File: src/wgrid_pkg.sv
// ----------------------------------------------------------------------------
// wgrid_pkg
// Shared codes and the command/status bundles between controller and datapath.
// ----------------------------------------------------------------------------
`default_nettype none
package wgrid_pkg;

    localparam logic [1:0] KIND_WRITE   = 2'd0;
    localparam logic [1:0] KIND_READ    = 2'd1;
    localparam logic [1:0] KIND_ADVANCE = 2'd2;
    localparam logic [1:0] KIND_UNUSED  = 2'd3;

    localparam logic [1:0] CELL_EMPTY = 2'd0;
    localparam logic [1:0] CELL_HEAD  = 2'd1;
    localparam logic [1:0] CELL_TAIL  = 2'd2;
    localparam logic [1:0] CELL_COND  = 2'd3;

    localparam logic CFG_WIDTH  = 1'b0;
    localparam logic CFG_HEIGHT = 1'b1;

    typedef struct packed {
        logic load_item;
        logic clr_wr;
        logic rd_item;
        logic rd_first;
        logic rd_next;
        logic cell_wr;
        logic gen_init;
        logic gen_load_mid;
        logic gen_step;
        logic out_load;
    } wgrid_cmd_t;

    typedef struct packed {
        logic [1:0] kind;
        logic       coord_err;
        logic       height_zero;
        logic       gen_last;
        logic       clr_last;
        logic       out_free;
    } wgrid_stat_t;

endpackage
`default_nettype wire

File: src/wgrid_ctrl.sv
// ----------------------------------------------------------------------------
// wgrid_ctrl
// Sequencer for clearing, cell access and the row-by-row generation sweep.
// ----------------------------------------------------------------------------
`default_nettype none
module wgrid_ctrl (
    input  wire                     aclk,
    input  wire                     aresetn,
    input  wire                     s_tvalid,
    output logic                    s_tready,
    output wgrid_pkg::wgrid_cmd_t   cmd,
    input  wgrid_pkg::wgrid_stat_t  stat
);

    typedef enum logic [8:0] {
        S_CLEAR  = 9'b000000001,
        S_IDLE   = 9'b000000010,
        S_DECODE = 9'b000000100,
        S_CWAIT  = 9'b000001000,
        S_GFIRST = 9'b000010000,
        S_GLOAD  = 9'b000100000,
        S_GRD    = 9'b001000000,
        S_GCALC  = 9'b010000000,
        S_PUT    = 9'b100000000
    } state_t;

    state_t state_reg, state_next;

    assign s_tready = (state_reg == S_IDLE);

    always_comb begin
        state_next = state_reg;
        cmd        = '0;
        case (state_reg)
            S_CLEAR: begin
                cmd.clr_wr = 1'b1;
                if (stat.clr_last) begin
                    state_next = S_IDLE;
                end
            end
            S_IDLE: begin
                if (s_tvalid) begin
                    cmd.load_item = 1'b1;
                    state_next    = S_DECODE;
                end
            end
            S_DECODE: begin
                case (stat.kind)
                    wgrid_pkg::KIND_WRITE, wgrid_pkg::KIND_READ: begin
                        if (stat.coord_err) begin
                            state_next = S_PUT;
                        end else begin
                            cmd.rd_item = 1'b1;
                            state_next  = S_CWAIT;
                        end
                    end
                    wgrid_pkg::KIND_ADVANCE: begin
                        state_next = stat.height_zero ? S_PUT : S_GFIRST;
                    end
                    default: state_next = S_PUT;
                endcase
            end
            S_CWAIT: begin
                cmd.cell_wr = (stat.kind == wgrid_pkg::KIND_WRITE);
                state_next  = S_PUT;
            end
            S_GFIRST: begin
                cmd.rd_first = 1'b1;
                cmd.gen_init = 1'b1;
                state_next   = S_GLOAD;
            end
            S_GLOAD: begin
                cmd.gen_load_mid = 1'b1;
                state_next       = S_GRD;
            end
            S_GRD: begin
                cmd.rd_next = !stat.gen_last;
                state_next  = S_GCALC;
            end
            S_GCALC: begin
                cmd.gen_step = 1'b1;
                state_next   = stat.gen_last ? S_PUT : S_GRD;
            end
            S_PUT: begin
                if (stat.out_free) begin
                    cmd.out_load = 1'b1;
                    state_next   = S_IDLE;
                end
            end
            default: state_next = S_IDLE;
        endcase
    end

    always_ff @(posedge aclk) begin
        if (!aresetn) begin
            state_reg <= S_CLEAR;
        end else begin
            state_reg <= state_next;
        end
    end

endmodule
`default_nettype wire

File: config.mk
export PLATFORM = sky130hd
export DESIGN_NAME = wgrid_ctrl
export DESIGN_NICKNAME = d
export VERILOG_FILES = /design/src/wgrid_pkg.sv /design/src/wgrid_ctrl.sv
export SDC_FILE = /design/constraint.sdc
export NUM_CORES = 1
export LEC_CHECK = 0
export BUFFER_PORTS_ARGS = -buffer_cell sky130_fd_sc_hd__buf_2
export CORE_UTILIZATION = 39
export CTS_CLUSTER_SIZE = 24
export DETAILED_ROUTE_END_ITERATION = 7
export PLACE_DENSITY = 0.65
export SLEW_MARGIN = 20
export SYNTH_ARGS = -nofsm -noshare
export SYNTH_HDL_FRONTEND = slang
export SYNTH_SLANG_ARGS = --single-unit
File: constraint.sdc
create_clock -name aclk -period 2.06 [get_ports aclk]
set_input_delay 0.309 -clock aclk [delete_from_list [all_inputs] [get_ports aclk]]
set_output_delay 0.309 -clock aclk [all_outputs]
set_load 0.05 [all_outputs]
## After elaboration in Yosys (flattened, before gate mapping)

Index checks and enable logic that the tools add are counted.

| storage, ports and cells | value |
|---|---|
| memories | 0 |
| register bits after elaboration | 9 |
| input port bits | 10 |
| ROM bits | 0 |
| output and inout bits | 11 |
| bits in writable memories | 0 |
| logic and storage cells | 40 |
| bits in latches | 0 |

| operators by class | value |
|---|---|
| mux-type cells | 21 |
| multipliers | 0 |
| div/mod/pow operators | 0 |
| equality and inequality tests | 14 |
| bitwise gates (word level) | 0 |
| magnitude comparators | 0 |
| reductions and logical operators | 4 |
| shift-type cells | 0 |
| $add $sub $neg | 0 |

Operators by type and width:

| operator | count |
|---|---|
| $pmux W9 S9 | 1 |
| $mux W9 | 6 |
| $pmux W9 S2 | 1 |
| $mux W1 | 13 |
| $eq A9 B1 Y1 const B | 1 |
| $eq A9 B2 Y1 const B | 1 |
| $eq A9 B3 Y1 const B | 1 |
| $eq A9 B4 Y1 const B | 1 |
| $eq A9 B5 Y1 const B | 1 |
| $eq A9 B6 Y1 const B | 1 |
| $eq A9 B7 Y1 const B | 1 |
| $eq A9 B8 Y1 const B | 1 |
| $eq A9 B9 Y1 const B | 1 |
| $ne A2 B2 Y1 const B | 3 |
| $reduce_and A3 Y1 | 1 |
| $eq A2 B1 Y1 const B | 1 |
| $eq A2 B2 Y1 const B | 1 |
| $logic_not A2 Y1 | 1 |
| $reduce_or A2 Y1 | 1 |
| $logic_not A1 Y1 | 1 |

## Longest topological paths before layout

| logic depth | value |
|---|---|
| depth after elaboration | 4 |
| gate-level depth with buffers | 5 |
| gate-level depth less buffers | 4 |

## Worst setup path before layout

OpenSTA, ideal clock, no wires.

| timing | value |
|---|---|
| kind | register to output |
| from | register state_reg[6] |
| to | output port cmd[9] (netlist name) |
| data arrival time | 2.769 ns |
| path slack | -1.018 ns |
| path buffers | 0 |
| stages on the path, launching flop included | 5 |
| required time | 1.751 ns |
| cells stage by stage | dfxtp_1 -> nor4_1 -> nand3_1 -> nor3b_1 -> and2_1 |

RTL lines:

| item | line | text |
|---|---|---|
| from (decl) | wgrid_ctrl.sv:27 | `state_t state_reg, state_next;` |
| from (signal assigned) | wgrid_ctrl.sv:98 | `state_reg <= state_next;` |
| to (decl) | wgrid_ctrl.sv:11 | `output wgrid_pkg::wgrid_cmd_t cmd,` |

==> flow_summary.toml <==
[status]
status = "completed"

[logic_synthesis]
synth_top_family_by_area = "simple AND/OR/NAND/NOR gates"
synthCells = 75
synth_top_area_share = 0.3044
seq_area_frac_synth = 0.3044
synth_simple_gate_area_frac = 0.4757
synthMuxAreaShare = 0
yosys_warnings = 0
synthXorXnorAreaFrac = 0.01480
synth_compound_area_frac = 0.1543
syn_avg_cell_area_sq_um = 7.891
synth_cell_type_count = 32
synth_fp_nets = 85
netlist_area_sq_um = 591.8
ys_ff_latch = 9
yosys.area.top_type = "dfxtp_1"
synth_fa_ha_area_frac = 0
netlist_top_cells_area = "dfxtp_1, nor2_1, nor3_1"

[placed_design]
dpl.hpwl_um = 1113
dpl.cell_count = 113
dp_slack_ns = 0.03541
place_area_sq_um = 787.0
gp_congestion = 0.8065
port_buffers = 20

[floorplan]
fp.dieH_um = 40.96
die-area_sq_mm = 0.001677
core_area_sq_mm = 0.001350
die_w_um = 40.96
io_pins = 21
num_rows = 13
initial_core_util = 0.4384

[finish]
drive_gt1_frac = 0.5243
layout_common_cells = "buf_2, nor2_1, buf_4, buf_6, dfxtp_1"
final_common_cell = "buf_2"
stdcell_area_sq_um = 943.4
largest_reg_flops = 9
fin_nets = 114
diodes = 0
area_growth_pct = 59.41
final_cells = 118
postLayoutCoreUtil = 0.6988
fill_cells = 119

[job]
cap_violations = 0

[cts]
cts-root-buf = "clkbuf_4"
clockBufferDepth = 2
insertion_delay_ns = 0.26
path_clk_slew_ns = 0.06
hold_buffers = 0
htree_levels = 1
cts_inserted_buffers = 3
cts.sinks = 9
cts_tree = "yes"

[power]
finalPower_mw = 0.4306
leakage_nw = 0.3834
p_per_area_mw_per_mm2 = 456.4
max-vdd-ir-drop_uv = 323.0

[sta]
fin_skew_ns = 0.004158
rsz0062_at_grt = "true"
fin_crit_sh = 0.9933
final_hold_viol_count = 0
tightest_slew_ns = 0.4209
hold_ws_ns = 0.2787
final.setup.worst_slack_ns = 0.01385
setup_viol = 0
relSlewSlack = 0.7184
fmax_ghz = 0.4887
min_period_ns = 2.046
tns_ns = 0
slew_violations = 0

[drt]
vias = 679
drt_wl_total_um = 1599
dr.pass1.iters = 4
wire_per_inst_um = 13.55
via_per_inst = 5.754
drc = 0
ant_nets = 0
drt_iter0_drc = 13

[grt]
antenna_found_initial = 0
globalRouteTotalUtil = 0.2115
grt_pass1_vias = 559
grt_first_pass_wirelength_um = 2325
grt_max_degree = 9
grt-ovfl-total = 0

[critical_path]
r2r-start = "state_reg[6]"
ff2ff_path_depth = 5
startpoint = "state_reg[6]"
required_ns = 1.75
slowest_delay_ns = 0.72
r2r-end = "state_reg[2]"
slowest_stage = "or4b_2"
cp.arrival_ns = 1.74
crit_type = "flop to primary output"
endpoint_kind = "primary output"
cp-start-kind = "flop"
crit_path_max_fanout = 8
worstPathCellList = "or4b_2 -> nor2_1 -> clkbuf_4"
ff2ff_setup_slack_ns = 0.14
crit_end = "cmd[1]"

[worst_hold_path]
min_path_type = "primary input to flop"
worst min-delay path by stage:
| stage | startpoint | endpoint | slack, ns | cells past startpoint |
|---|---|---|---|---|
| final | stat[4] | state_reg[3] | 0.28 | 2 |
| after global routing | stat[4] | state_reg[3] | 0.30 | 2 |
| after CTS | stat[4] | state_reg[3] | 0.27 | 2 |
| after detailed placement | stat[4] | state_reg[3] | 0.55 | 2 |
| after global placement | stat[4] | state_reg[3] | 0.55 | 2 |
| after floorplan | aresetn | state_reg[0] | 0.39 | 1 |
power by group:
group / switching [mW] / leakage, nW / total, mW / internal [mW]
Combinational: 0.0670 / 0.292 / 0.115 / 0.0477
Clock: 0.0613 / 0.0150 / 0.136 / 0.0746
Sequential: 0.00350 / 0.0759 / 0.180 / 0.176
repair_timing:
action                                  CTS  global route
endpoints found under the setup margin    9            10
resized for setup                        20            14
buffers inserted                          0             1
pin swaps                                 1             3
routing by layer:
layer / wire [um] / GRT usage / vias up
met5: 0 / 0 / -
met4: 25 / 0.1000 / 0
met3: 45 / 0.02174 / 4
met2: 793 / 0.3516 / 17
met1: 734 / 0.2700 / 316
li1: - / - / 342
logic make-up after synthesis:
group,count (synthesis)
AO/OA/AOI/OAI,13
XOR/XNOR,1
buffers and inverters,5
flip-flops,9
AND/OR/NAND/NOR,47
critical path: cells and delay by family, from the launching register on:
family                 cells  cell delay (ns)
and+or+nand+nor            2             0.86
DFF                        1             0.37
buffers and inverters      1             0.24
cells in the mapped netlist:
| library cell | instances |
|---|---|
| o32ai_1 | 1 |
| nand2_1 | 4 |
| nand2b_1 | 1 |
| nor3b_1 | 4 |
| nand4_1 | 1 |
| buf_6 | 1 |
| o211ai_1 | 1 |
| or3_1 | 1 |
| or4b_2 | 2 |
| and2_1 | 2 |
| o2111ai_1 | 1 |
| and3_4 | 1 |
| xnor2_1 | 1 |
| and2_4 | 1 |
| o21ai_0 | 3 |
| inv_1 | 3 |
| a32oi_1 | 1 |
| buf_4 | 1 |
| or4_4 | 2 |
| o22ai_1 | 2 |
| dfxtp_1 | 9 |
| and4bb_2 | 1 |
| o31ai_1 | 1 |
| nor4_1 | 2 |
| o21a_1 | 1 |
| nor3_1 | 6 |
| nor2b_1 | 3 |
| a21oi_1 | 1 |
| and3_1 | 1 |
| o311a_1 | 1 |
| nand3_1 | 5 |
| nor2_1 | 10 |
cell type report:
cell class              instances  area (sq um)  share of cell area
clock buffers                   4         26.28             0.02785
inverters                       3         11.26             0.01194
multi-input cells              61         496.7              0.5265
flip-flops and latches          9         190.2              0.2016
well taps                      15         18.77             0.01989
repair buffers                 26         200.2              0.2122
(Power assumes the default switching activity.)
